File: src/rtl/core/assert_macros.svh
// ----------------------------------------------------------------------------
// Assertion macros
// Clocked assertion helpers shared by the shortest-path core.
// ----------------------------------------------------------------------------
`ifndef ASSERT_MACROS_SVH
`define ASSERT_MACROS_SVH

// Check a property on every rising edge, masked while reset is high.
`define SPD_ASSERT(lbl, clk, rst, prop, msg) \
   lbl: assert property (@(posedge clk) disable iff (rst) prop) else $error(msg);

// Check that an expression never holds.
`define SPD_ASSERT_NEVER(lbl, clk, rst, expr, msg) \
   `SPD_ASSERT(lbl, clk, rst, !(expr), msg)

`endif

File: src/rtl/core/spd_ram.sv
// ----------------------------------------------------------------------------
// spd_ram
// Generic single-write, single-read RAM with registered read data.
// ----------------------------------------------------------------------------
module spd_ram #(
   parameter int WIDTH = 8,
   parameter int DEPTH = 64
) (
   input  logic                     clock,
   input  logic                     wr_en,
   input  logic [$clog2(DEPTH)-1:0] wr_addr,
   input  logic [WIDTH-1:0]         wr_data,
   input  logic [$clog2(DEPTH)-1:0] rd_addr,
   output logic [WIDTH-1:0]         rd_data
);

   logic [WIDTH-1:0] mem_ff [DEPTH];
   logic [WIDTH-1:0] rd_data_ff;

   always_ff @(posedge clock) begin
      if (wr_en) begin
         mem_ff[wr_addr] <= wr_data;
      end
      rd_data_ff <= mem_ff[rd_addr];
   end

   assign rd_data = rd_data_ff;

endmodule

File: config.mk
export PLATFORM = sky130hd
export DESIGN_NAME = spd_ram
export DESIGN_NICKNAME = d
export VERILOG_FILES = /design/src/rtl/core/assert_macros.svh /design/src/rtl/core/spd_ram.sv
export SDC_FILE = /design/constraint.sdc
export NUM_CORES = 1
export LEC_CHECK = 0
export ABC_AREA = 1
export BUFFER_PORTS_ARGS = -buffer_cell sky130_fd_sc_hd__buf_2
export CORE_ASPECT_RATIO = 0.6
export CORE_MARGIN = 2
export CORE_UTILIZATION = 65
export CTS_BUF_LIST = sky130_fd_sc_hd__clkbuf_8 sky130_fd_sc_hd__clkbuf_16
export CTS_CLUSTER_SIZE = 12
export DETAILED_ROUTE_END_ITERATION = 16
export PLACE_DENSITY = 0.78
export SYNTH_ARGS = -nofsm -noshare
export SYNTH_HDL_FRONTEND = slang
export SYNTH_SLANG_ARGS = --single-unit
File: constraint.sdc
create_clock -name clock -period 3.65 [get_ports clock]
set_input_delay 0.365 -clock clock [delete_from_list [all_inputs] [get_ports clock]]
set_output_delay 0.365 -clock clock [all_outputs]
set_load 0.1 [all_outputs]
# ---- After elaboration in Yosys (flattened, before gate mapping)
# Memory sizes are Yosys's and may differ from the RTL's. A register that Yosys moved wholly into a read port is not among the register bits.
# Index checks and enable logic that the tools add are counted.
dict set report classes {
  muxes 2
}
# cell count
set ops {}
lappend ops {{two-way mux 1 bit} 2}
dict set report totals {
  ff_bits 0
  out_inout_bits 8
  word_cells 3
  in_bits 22
  mem_count 1
  mem_bits_rw 512
}
# name depth width read_ports rd_clocked_by_memory_dff write_ports line_no
set mem_list {}
lappend mem_list {mem_ff 64 8 1 1 1 spd_ram.sv:17} ;# logic [WIDTH-1:0] mem_ff [DEPTH];

# ---- Depth between registers and ports, before layout
dict set report depth {
  ltp_word 2
  ltp_mapped 12
  ltp_nobuf 9
}

# ---- Worst setup path before layout
# OpenSTA, ideal clock, no wires.
dict set report synth_timing {
  kind {input to register}
  from {input wr_en}
  to {memory mem_ff[48][0], enable pin}
  setup_ps 395
  arrival_time_ps 1736
  path_slack_ps 1519
  path_buffers 1
  stages 3
  t_required_ps 3255
  path_cell_list {clkbuf_1 > nand4_1 > nor4_1}
}
dict set report synth_via {
  elab_chain_cells 2
}
# element line_no
set synth_lines {}
lappend synth_lines {{start: declaration} spd_ram.sv:10} ;# input logic wr_en,
lappend synth_lines {{two-way mux 1 bit} spd_ram.sv:21} ;# if (wr_en) begin
lappend synth_lines {{two-way mux 1 bit (not written as such)} spd_ram.sv:22} ;# mem_ff[wr_addr] <= wr_data;
lappend synth_lines {{end: declaration} spd_ram.sv:17}
# Every way passes these cells.

# ---- Worst setup path in the final report
dict set report layout_timing {
  from {input wr_addr[0]}
  to {memory mem_ff[14][0], enable pin}
}
# element line_no
set layout_rtl {}
lappend layout_rtl {{start: declaration} spd_ram.sv:11} ;# input logic [$clog2(DEPTH)-1:0] wr_addr,
# No word-level cell before the write port.

==> metrics.txt <==
First-pass DRT Iterations=6; Hold Fails Final Rpt=0; placed cell count=2192; initial antenna violation count=1; total grt overflow=0; H-tree Lvls=2; Critical Path AT=2.36 ns; fin crit share=59.7%; Synth Net Count=1827; postcts setup bufs=0; cts hold-fix bufs=0; vias in the first global route=13100; Max FO, Critical Path=9; Skew-Pair Late Insertion Delay=0.57 ns; Port Buf Inserts=29; CTS tree=built; CTS Buf Count=49; first-pass GRT wire length=78300 µm; final WL=51900 µm; TNS Setup=0 ns; clock buffer depth=3; drt first-iter violations=2353; Root Driver=clkbuf_16; fraction of power spent switching nets=22.7%; Clock transition at path regs=0.06 ns; sequential power share=55.7%; P_int=9.20 mW; GRT met1 Usage=47.0%; Hold WS=0.141 ns; Final setup viols=0; Die ar.=0.0343 mm²; share of cells above drive strength 1=7.07%; Crit Path Class=input port to flop; Synth Cell Area=0.0213 mm²; GPL Wtd Cong=0.924; Initial Util=66.0%; GRT Total Usage=31.0%; area grow syn2layout=7.56%; largest net degree at the start of global routing=193; met2 Track Usage GR=45.3%; Avg WL per Cell=23.0 µm; Slew Viols, Final=0; WP data required=3.83 ns; antenna diode instance count=0; P_leak=8.35 nW; switching pwr=2.69 mW; clock sink count=520; vias after detailed routing=14200; VDD IR max=315 µV; Least-Margin Pin Slew=1.19 ns; Crit. End Element=flop; area of the core=0.0324 mm²; synthesized flop and latch total=520; Rel. slew slack=20.6%; Warnings, synthesis=0; Non-Filler Instances=2263; CP Launch Type=input port; clock network power share=37.1%; Die H=144 µm; Hold Path Class=input port to flop; min Tclk post-route=2.18 ns; RSZ-0062 raised after global routing=false; max cap viols=0; GR Util met3=8.25%; Post-Synthesis Cells=1805; register area share after synthesis=72.8%; GR peak layer=met1; Achievable Freq=459 MHz; status=completed; Gate power share=7.2%; Die X=238 µm; fin nets=1841; HPWL reported at the end of detailed placement=30300 µm; boundary pin count=30; Fin Clk Skew=0.0250 ns; Rows=51; Final ANT Viol Nets=0; CTS resizes=0; Unique masters post-synth=16; vias per cell=6.25; DRC errors left=0; Syn Area/Cell=11.8 µm²; PD cells=518 mW/mm²; R2R setup slack=2.25 ns; Total Power=11.9 mW
==> stage by stage <==
step | area [µm²] | util [%] | setup slack, ns
2_1_floorplan | 21300 | - | 1.52
3_3_place_gp | 21600 | 66.9 | 1.05
3_5_place_dp | 21600 | 66.9 | 1.03
4_1_cts | 23000 | 70.9 | 1.61
5_1_grt | 23000 | 70.9 | 1.38
6_report | 23000 | 70.9 | 1.47
==> cell families (layout without fill, tap and decap cells) <==
kind of cell,Yosys count,after routing,synth area share [%]
simple gates,1160,1160,23.2
flops,520,520,72.8
buf+inv,125,159,4.02
==> per-layer routing <==
layer	share of wire, %	up-vias
met5	0	-
met4	2.3	0
met3	14	105
met2	43	991
met1	40	6699
li1	-	6357
==> Yosys cell counts, drive strengths merged <==
cell,number,share of area (%)
nand3,439,10
inv,12,0.23
edfxtp,512,72
dfxtp,8,0.75
buf,98,3.5
clkbuf,15,0.26
nand4,9,0.26
nor2,56,0.99
nand2,648,11
nor4,8,0.23
==> power by group through the flow <==
stage | sequential (mW) | combinational, mW | clock (mW)
floorplan | 6.83 | 0.464 | 0
global placement | 6.75 | 0.816 | 0
detailed placement | 6.75 | 0.831 | 0
CTS | 6.63 | 0.838 | 4.41
global route | 6.63 | 0.917 | 4.63
finish | 6.63 | 0.856 | 4.41
==> critical path, cell delays in order <==
cell and delay (ns):
buf_2 0.16, inv_1 0.21, nand4_1 0.72, nor2_1 0.91
==> sequential cells by signal, indices dropped and copies added, names as in the netlist <==
signal and flops:
rd_data 8, mem_ff 512
==> final timing paths <==
kind              depth (start not counted)                      end               startpoint
hold reg to reg                           8       rd_data[3]$_DFF_P_  mem_ff[58][3]$_DFFE_PP_
setup reg to reg                          8       rd_data[2]$_DFF_P_   mem_ff[5][2]$_DFFE_PP_
setup / recovery                          4  mem_ff[14][0]$_DFFE_PP_               wr_addr[0]
hold / removal                            3       rd_data[6]$_DFF_P_               rd_addr[5]
==> layout make-up <==
class,count,area (µm²)
fillers,2150,9400
repair buffers,76,569
inverters,12,52.6
flip-flops and latches,520,15500
multi-input cells,1160,4950
clock buffers,50,1240
well taps,424,531
clock inverters,21,80.1
==> layout by cell type (no fill, tap or decap) <==
master,count
clkbuf_8,1
nand2_1,648
inv_4,1
inv_1,29
nor4_1,8
edfxtp_1,512
nand4_1,9
buf_12,5
buf_6,1
clkinv_2,1
clkbuf_16,49
buf_2,27
nor2_1,56
nand3_1,439
inv_6,1
inv_2,1
buf_4,43
dfxtp_1,8
(Power assumes the default switching activity.)
