[config.mk]
export PLATFORM = sky130hd
export DESIGN_NAME = spd_relax
export DESIGN_NICKNAME = d
export VERILOG_FILES = /design/src/rtl/core/assert_macros.svh /design/src/rtl/core/spd_pkg.sv /design/src/rtl/core/spd_relax.sv
export SDC_FILE = /design/constraint.sdc
export NUM_CORES = 1
export LEC_CHECK = 0
export ABC_AREA = 1
export BUFFER_PORTS_ARGS = -buffer_cell sky130_fd_sc_hd__buf_4
export CORE_MARGIN = 4
export CORE_UTILIZATION = 58
export DETAILED_ROUTE_END_ITERATION = 10
export PLACE_DENSITY = 0.92
export SYNTH_ARGS = -nofsm -noshare
export SYNTH_HDL_FRONTEND = slang
export SYNTH_SLANG_ARGS = --single-unit
[constraint.sdc]
create_clock -name vclk -period 9.35
set_clock_uncertainty 0.2 [all_clocks]
set_input_delay 1.87 -clock vclk [all_inputs]
set_output_delay 1.87 -clock vclk [all_outputs]
set_load 0.02 [all_outputs]
[src/rtl/core/assert_macros.svh]
// ----------------------------------------------------------------------------
// Assertion macros
// Clocked assertion helpers shared by the shortest-path core.
// ----------------------------------------------------------------------------
`ifndef ASSERT_MACROS_SVH
`define ASSERT_MACROS_SVH

// Check a property on every rising edge, masked while reset is high.
`define SPD_ASSERT(lbl, clk, rst, prop, msg) \
   lbl: assert property (@(posedge clk) disable iff (rst) prop) else $error(msg);

// Check that an expression never holds.
`define SPD_ASSERT_NEVER(lbl, clk, rst, expr, msg) \
   `SPD_ASSERT(lbl, clk, rst, !(expr), msg)

`endif

[src/rtl/core/spd_pkg.sv]
// ----------------------------------------------------------------------------
// spd_pkg
// Shared types and constants of the shortest-path core.
// ----------------------------------------------------------------------------
package spd_pkg;

   localparam int NODE_FIELD_BITS = 6;
   localparam int COST_FIELD_BITS = 16;
   localparam int DIST_BITS       = 22;
   localparam int RESULT_CAP      = 64;
   localparam int K_BITS          = 6;

   typedef logic [DIST_BITS-1:0] dist_type;

   localparam dist_type DIST_MAX = {DIST_BITS{1'b1}};

   localparam logic OP_ADD_EDGE = 1'b0;
   localparam logic OP_QUERY    = 1'b1;

   // outcome of one relaxation step
   typedef struct packed {
      logic     upd;       // write the new distance and predecessor
      logic     elig;      // node is a candidate for the next round
      dist_type new_dist;  // distance after the step
   } relax_res_type;

endpackage

[src/rtl/core/spd_relax.sv]
// ----------------------------------------------------------------------------
// spd_relax
// Relaxation unit: saturating add of an edge weight and the distance compare.
// ----------------------------------------------------------------------------
module spd_relax #(
   parameter int WEIGHT_W = 16
) (
   input  spd_pkg::dist_type      pick_dist,
   input  logic [WEIGHT_W-1:0]    weight,
   input  logic                   present,
   input  logic                   settled,
   input  logic                   finite,
   input  spd_pkg::dist_type      cur_dist,
   output spd_pkg::relax_res_type res
);

   import spd_pkg::*;

   localparam int SumW = DIST_BITS + 1;

   logic [SumW-1:0] sum;
   dist_type        cand;
   logic            upd;

   assign sum  = {1'b0, pick_dist} + SumW'(weight);
   // saturate at the largest distance
   assign cand = sum[DIST_BITS] ? DIST_MAX : sum[DIST_BITS-1:0];
   assign upd  = !settled && present && (!finite || (cur_dist > cand));

   always_comb begin
      res.upd      = upd;
      res.elig     = !settled && (finite || upd);
      res.new_dist = upd ? cand : cur_dist;
   end

endmodule

# [Word-level counts from Yosys, hierarchy flattened]
# Cells that the tools add are included.
# Widths: inputs -> output; s select.
[word_totals] reg_bits=0 output_inout_bits=24
[classes] mux=2 order_cmp=1 n_reduce_logical=7 add_sub_neg=1
[op_table] cell="$mux 22" n=2
[op_table] cell="$add 22x16->23" n=1
[op_table] cell="$gt 22x22->1" n=1
[op_table] cell="$logic_and 1x1->1" n=3
[op_table] cell="$logic_not 1->1" n=2
[op_table] cell="$logic_or 1x1->1" n=2

# [Longest topological paths before layout]
# Gate-level depths: netlist (run 1).
[depth] ltp_word=7 depth_mapped=29

# [Worst setup path before layout (run 1)]
# Ideal clock, no wire load.
[synth_timing] kind="input-to-output" startpoint="input port pick_dist[0]" endpoint="output port res[18] (netlist name)" arrival_time_ps=4658 path_stages=27 slack_ps=2622 path_buffers=2 t_required_ps=7280 path_cell_list="ha_1 > inv_1 > fa_1 > inv_1 > nand3_1 > nand2_2 > nand2_1 > nand2_1 > inv_2 > nor2_4 > nor2_4 > buf_6 > nand3_2 > inv_1 > ha_1 > nand2_1 > nor2_1 > nand2_1 > nor2_1 > nand2_1 > nand3_1 > nand2_1 > nand2_2 > nand2_1 > buf_2 > nand2_1 > nand2_1"
[synth_rtl] element="start: declaration" line_no="spd_relax.sv:8" text="input spd_pkg::dist_type pick_dist,"
[synth_rtl] element="end: declaration" line_no="spd_relax.sv:14" text="output spd_pkg::relax_res_type res"

==> results.ini, run 1 <==
[placed_design]
dpl-instance-area_sq_um = 3220
place_hpwl_mm = 6.51
io_buffers = 87
gp_congestion = 0.979

[synth]
synthMuxAreaShare_pct = 0
synth_simple_gate_area_share_pct = 57.3
yosys_warnings = 0
synth_adder_area_share_pct = 19.4
synth_top_family_by_area = simple AND/OR/NAND/NOR gates
synth-xor-area-share_pct = 0.685
synth_fp_nets = 603
syn_avg_cell_area_sq_um = 5.11
synthDistinctLibCells = 25
synth_area_leaders = nand2_1, ha_1, inv_1, nand3_1, nand3_2
synth.cell_area_sq_um = 2560
synth_cells = 501
synth_area_leader_cell = nand2_1
ys_seq_area_share_pct = 0
synth_compound_area_share_pct = 4.89
synth_top_area_share_pct = 27.7

[timing]
fmax_ghz = 0.122
maxSlewHeadroom_pct = 52.1
setup_tns_ns = 0
worstMarginPinSlew_ns = 0.717
rsz0062_at_grt = false
period_share_pct = 87.5
drv_slew = 0
hold_viol_final = 0
period_minus_slack_ns = 8.18
finalSetupViolations = 0

[routing]
vias_per_cell = 5.19
finalWirelength_mm = 7.48
drcViolationCount = 0
via_count = 3268
wl_per_cell_um = 11.9
drt_iter0_markers = 247
drt-pass1-iter-count = 5
final_antenna_net_count = 0

[grt]
grt_max_degree = 24
grt_pass1_wl_mm = 12.1
antenna_found_initial = 0
grt_pass1_vias = 3003
grt_usage_pct = 26.5
grt.overflow.total = 0

[setup_path]
path_class = input pin to primary output
crit_chain = buf_4, ha_1, inv_1, fa_1, inv_1, nand3_1, nand2_2, nand2_1, nand2_1, inv_2, nor2_4, nor2_4, o21ai_0, inv_1, ha_1, nand2_1, nor4_1, nand3b_1, nand2_1, nand2_2, nand2_1, nand2_1, nand2_1, buf_4
critical_path.startpoint_type = input pin
arrival_ns = 6.11
crit_fanout = 23
max_stage_delay_ns = 0.64
endpoint_kind = primary output
critPathSlowestCell = nand2_1
worst-endpoint-required_ns = 7.28
cp_common_cell = nand2_1

[finish]
nClkBuffers = 0
multi_input_area_sq_um = 2100
seq_area_sq_um = 0
fin_area_sq_um = 3220
diodes = 0
nFillCells = 358
seq_cells = 0
final_nets = 684
drive_above_1_share_pct = 21.0
syn_to_final_growth_pct = 25.9

[status]
outcome = finished clean

[min_path]
hold_path_class = input pin to primary output

[flow_run]
cap_violations = 0

[floorplan]
initial_core_util_pct = 61.7
die_y_um = 74.4
design.core.area_sq_um = 4140
die_w_um = 74.4
io_pins = 87
placementRows = 23
die_area_sq_um = 5540

[clock_tree]
cts.repair.resized = 0
hold_buffers = 0
post-cts-setup-buffers = 0

[power]
powerDensity_nw_per_um2 = 66.3
vdd.ir_drop.worst_uv = 44.1
leakagePower_nw = 2.14

-- final cells by class --
cell class / count / area share, %
Multi-Input combinational cell: 387 / 65.3
Timing Repair Buffer: 88 / 20.5
Inverter: 105 / 12.2
Tap cell: 50 / 1.94
-- critical path, delay by kind of cell --
kind	cells	cell delay, ns
buffers and inverters	6	0.61
AO/OA/AOI/OAI	1	0.33
AND/OR/NAND/NOR	14	2.73
adder cells (fa/ha/maj)	3	0.54
-- power by group --
part / switching, mW / internal, mW / leakage, nW / total (mW)
Combinational: 0.127 / 0.0869 / 2.14 / 0.213
Sequential: 0 / 0 / 0 / 0
Clock: 0 / 0 / 0 / 0
-- cell usage in the layout (no fill, tap or decap), types with 2 or more instances in the layout --
cell      synthesis  final
nor2_2            2      2
nand3_1          48     48
xor2_1            2      2
inv_2             3      3
nand2_1         189    189
o21ai_0           3      3
nand2_2           9      9
a21oi_1          16     16
inv_1           102    102
ha_1             38     38
nor2_1           41     41
nand3b_1          2      2
o21bai_1          3      3
nand3_2          16     16
buf_4             1     88
nand4_1          10     10
nor2_4            2      2
-- stage by stage --
stage | power [mW] | util [%] | instances | worst slack [ns] | hold WS, ns
4_1_cts | 0.213 | 77.7 | 630 | 1.24 | 3.81
3_3_place_gp | 0.205 | 77.7 | 630 | 1.37 | 3.80
2_1_floorplan | 0.142 | - | 501 | 2.62 | 3.62
5_1_grt | 0.241 | 77.7 | 630 | 0.805 | 3.82
6_report | 0.213 | 77.7 | 630 | 1.17 | 3.81
3_5_place_dp | 0.211 | 77.7 | 630 | 1.26 | 3.81
-- cell families after synthesis --
logic type      count (synthesis)
compound gates                 23
xor+xnor                        2
fa+ha+maj                      39
buf+inv                       114
simple gates                  323
-- worst paths after layout --
kind | start | end | slack (ns) | cells after the start
worst max-delay path | pick_dist[0] | res[19] | 1.17 | 24
worst min-delay path | settled | res[22] | 3.81 | 3
-- per-layer routing --
metal | vias to the layer above | global-route usage (%) | share of wire (%)
met1 | 1413 | 32.2 | 42
met2 | 132 | 50.1 | 48
met3 | 12 | 3.24 | 8.1
met4 | 0 | 3.95 | 1.6
li1 | 1711 | - | -
met5 | - | 0 | 0
-- Yosys cell counts, drive strengths merged --
cell type / count
a21oi: 16
nand3b: 2
fa: 1
buf: 9
nor2: 45
inv: 105
a21o: 1
nand3: 64
xor2: 2
o21ai: 3
nor3: 2
nand2: 198
o21bai: 3
ha: 38
nand4: 10
nor4: 1
or2: 1
Power figures use the tool's default switching activity.
==> run 2, diff against run 1 <==
--- a/config.mk
+++ b/config.mk
@@ -8,9 +8,9 @@
 export ABC_AREA = 1
 export BUFFER_PORTS_ARGS = -buffer_cell sky130_fd_sc_hd__buf_4
 export CORE_MARGIN = 4
-export CORE_UTILIZATION = 58
+export CORE_UTILIZATION = 50
 export DETAILED_ROUTE_END_ITERATION = 10
-export PLACE_DENSITY = 0.92
+export PLACE_DENSITY = 0.82
 export SYNTH_ARGS = -nofsm -noshare
 export SYNTH_HDL_FRONTEND = slang
 export SYNTH_SLANG_ARGS = --single-unit
==> run 2 against run 1 <==
  * Wire length is 0.87% lower
  * Core utilization is 11 points lower
  * Total power is 0.67% lower
  * Final area is 0.66% higher
  * Fmax is 0.75% lower
  * Largest cell class unchanged
==> results.ini, run 2 (same netlist as run 1, synthesis figures left out) <==
[timing]
period_share_pct = 88.2  ; was 87.5%
hold_viol_final = 0  ; unchanged
maxSlewHeadroom_pct = 50.5  ; was 52.1%
finalSetupViolations = 0  ; unchanged
fmax_ghz = 0.121  ; was 0.122 GHz
period_minus_slack_ns = 8.24  ; was 8.18 ns
drv_slew = 0  ; unchanged
setup_tns_ns = 0  ; unchanged
worstMarginPinSlew_ns = 0.741  ; was 0.717 ns
rsz0062_at_grt = false  ; unchanged

[setup_path]
critical_path.startpoint_type = input pin  ; unchanged
critPathTopFamily = simple AND/OR/NAND/NOR gates  ; unchanged
arrival_ns = 6.17  ; was 6.11 ns
endpoint_kind = primary output  ; unchanged
worst-endpoint-required_ns = 7.28  ; about the same
max_stage_delay_ns = 0.63  ; was 0.64 ns
path_class = input pin to primary output  ; unchanged
crit_fanout = 23  ; unchanged
path_buf_inv = 6  ; unchanged
critPathSlowestCell = nand2_1  ; unchanged
cp_common_cell = nand2_1  ; unchanged
crit_chain = buf_4, ha_1, inv_1, fa_1, inv_1, nand3_1, nand2_2, nand2_1, nand2_1, inv_2, nor2_4, nor2_4, nand3_2, inv_1, ha_1, nand2_1, nor4_1, nand3b_1, nand2_1, nand2_2, nand2_1, nand2_1, nand2_1, buf_4  ; was buf_4, ha_1, inv_1, fa_1, inv_1, nand3_1, nand2_2, nand2_1, nand2_1, inv_2, nor2_4, nor2_4, o21ai_0, inv_1, ha_1, nand2_1, nor4_1, nand3b_1, nand2_1, nand2_2, nand2_1, nand2_1, nand2_1, buf_4

[placed_design]
io_buffers = 87  ; unchanged
place_hpwl_mm = 6.55  ; was 6.51 mm
dpl-instance-area_sq_um = 3240  ; was 3220 sq um
gp_congestion = 0.920  ; was 0.979

[finish]
syn_to_final_growth_pct = 26.7  ; was 25.9%
final_util_pct = 66.9  ; was 77.7%
multi_input_area_sq_um = 2100  ; unchanged
drive_above_1_share_pct = 21.0  ; unchanged
seq_area_sq_um = 0  ; unchanged
final_common_cell = nand2_1  ; unchanged
nFillCells = 501  ; was 358
diodes = 0  ; unchanged
mostFrequentLayoutCells = nand2_1, inv_1, buf_4  ; unchanged
fin_area_sq_um = 3240  ; was 3220 sq um
final_nets = 684  ; unchanged
nClkBuffers = 0  ; unchanged
seq_cells = 0  ; unchanged

[routing]
final_antenna_net_count = 0  ; unchanged
vias_per_cell = 4.99  ; was 5.19
drt_iter0_markers = 121  ; was 247
finalWirelength_mm = 7.42  ; was 7.48 mm
via_count = 3230  ; was 3268
drt-pass1-iter-count = 5  ; unchanged
drcViolationCount = 0  ; unchanged
wl_per_cell_um = 11.5  ; was 11.9 um

[clock_tree]
post-cts-setup-buffers = 0  ; unchanged
hold_buffers = 0  ; unchanged
cts.repair.resized = 0  ; unchanged

[power]
leakagePower_nw = 2.14  ; unchanged
powerDensity_nw_per_um2 = 65.4  ; was 66.3 nW/um^2
vdd.ir_drop.worst_uv = 39.1  ; was 44.1 uV
power.total_mw = 0.212  ; was 0.213 mW

[grt]
grt_pass1_wl_mm = 12.7  ; was 12.1 mm
grt.overflow.total = 0  ; unchanged
grt_pass1_vias = 3042  ; was 3003
grt_usage_pct = 23.9  ; was 26.5%
antenna_found_initial = 0  ; unchanged
grt_max_degree = 24  ; unchanged

[status]
outcome = finished clean  ; unchanged

[flow_run]
cap_violations = 0  ; unchanged

[floorplan]
initial_core_util_pct = 52.8  ; was 61.7%
design.core.area_sq_um = 4850  ; was 4140 sq um
placementRows = 25  ; was 23
die_area_sq_um = 6330  ; was 5540 sq um
die_w_um = 79.5  ; was 74.4 um
die_y_um = 79.5  ; was 74.4 um
io_pins = 87  ; unchanged

[min_path]
hold_path_class = input pin to primary output  ; unchanged

## run 2: final timing paths
path	startpoint	endpoint	slack [ns]	cells past startpoint
hold / removal	settled	res[22]	3.80	3
setup / recovery	pick_dist[0]	res[19]	1.11	24
## run 2: stage by stage
step                      cells  hold slack [ns]  worst slack [ns]
after global routing        647             3.83             0.638
final                       647             3.80              1.11
after global placement      647             3.80              1.29
after CTS                   647             3.80              1.17
after detailed placement    647             3.80              1.20
after floorplan             501             3.62              2.62
## run 2: cell type report
cell class	instances	share of cell area, %
inverter	105	12.2
multi-input combinational	387	64.9
timing repair buffer	88	20.4
tap	67	2.58
## run 2: power by group
part           leakage [nW]  switching [mW]  internal [mW]
clock network             0               0              0
logic                  2.14           0.125         0.0867
registers                 0               0              0
total                  2.14           0.125         0.0867
## run 2: routing by layer
metal	vias to the layer above	share of wire, %	wire length (um)	global-route usage [%]
li1	1711	-	-	-
met1	1430	46	3380	30.7
met2	83	49	3630	45.2
met3	6	4.4	330	0.564
met4	0	0.94	70	2.41
met5	-	0	0	0
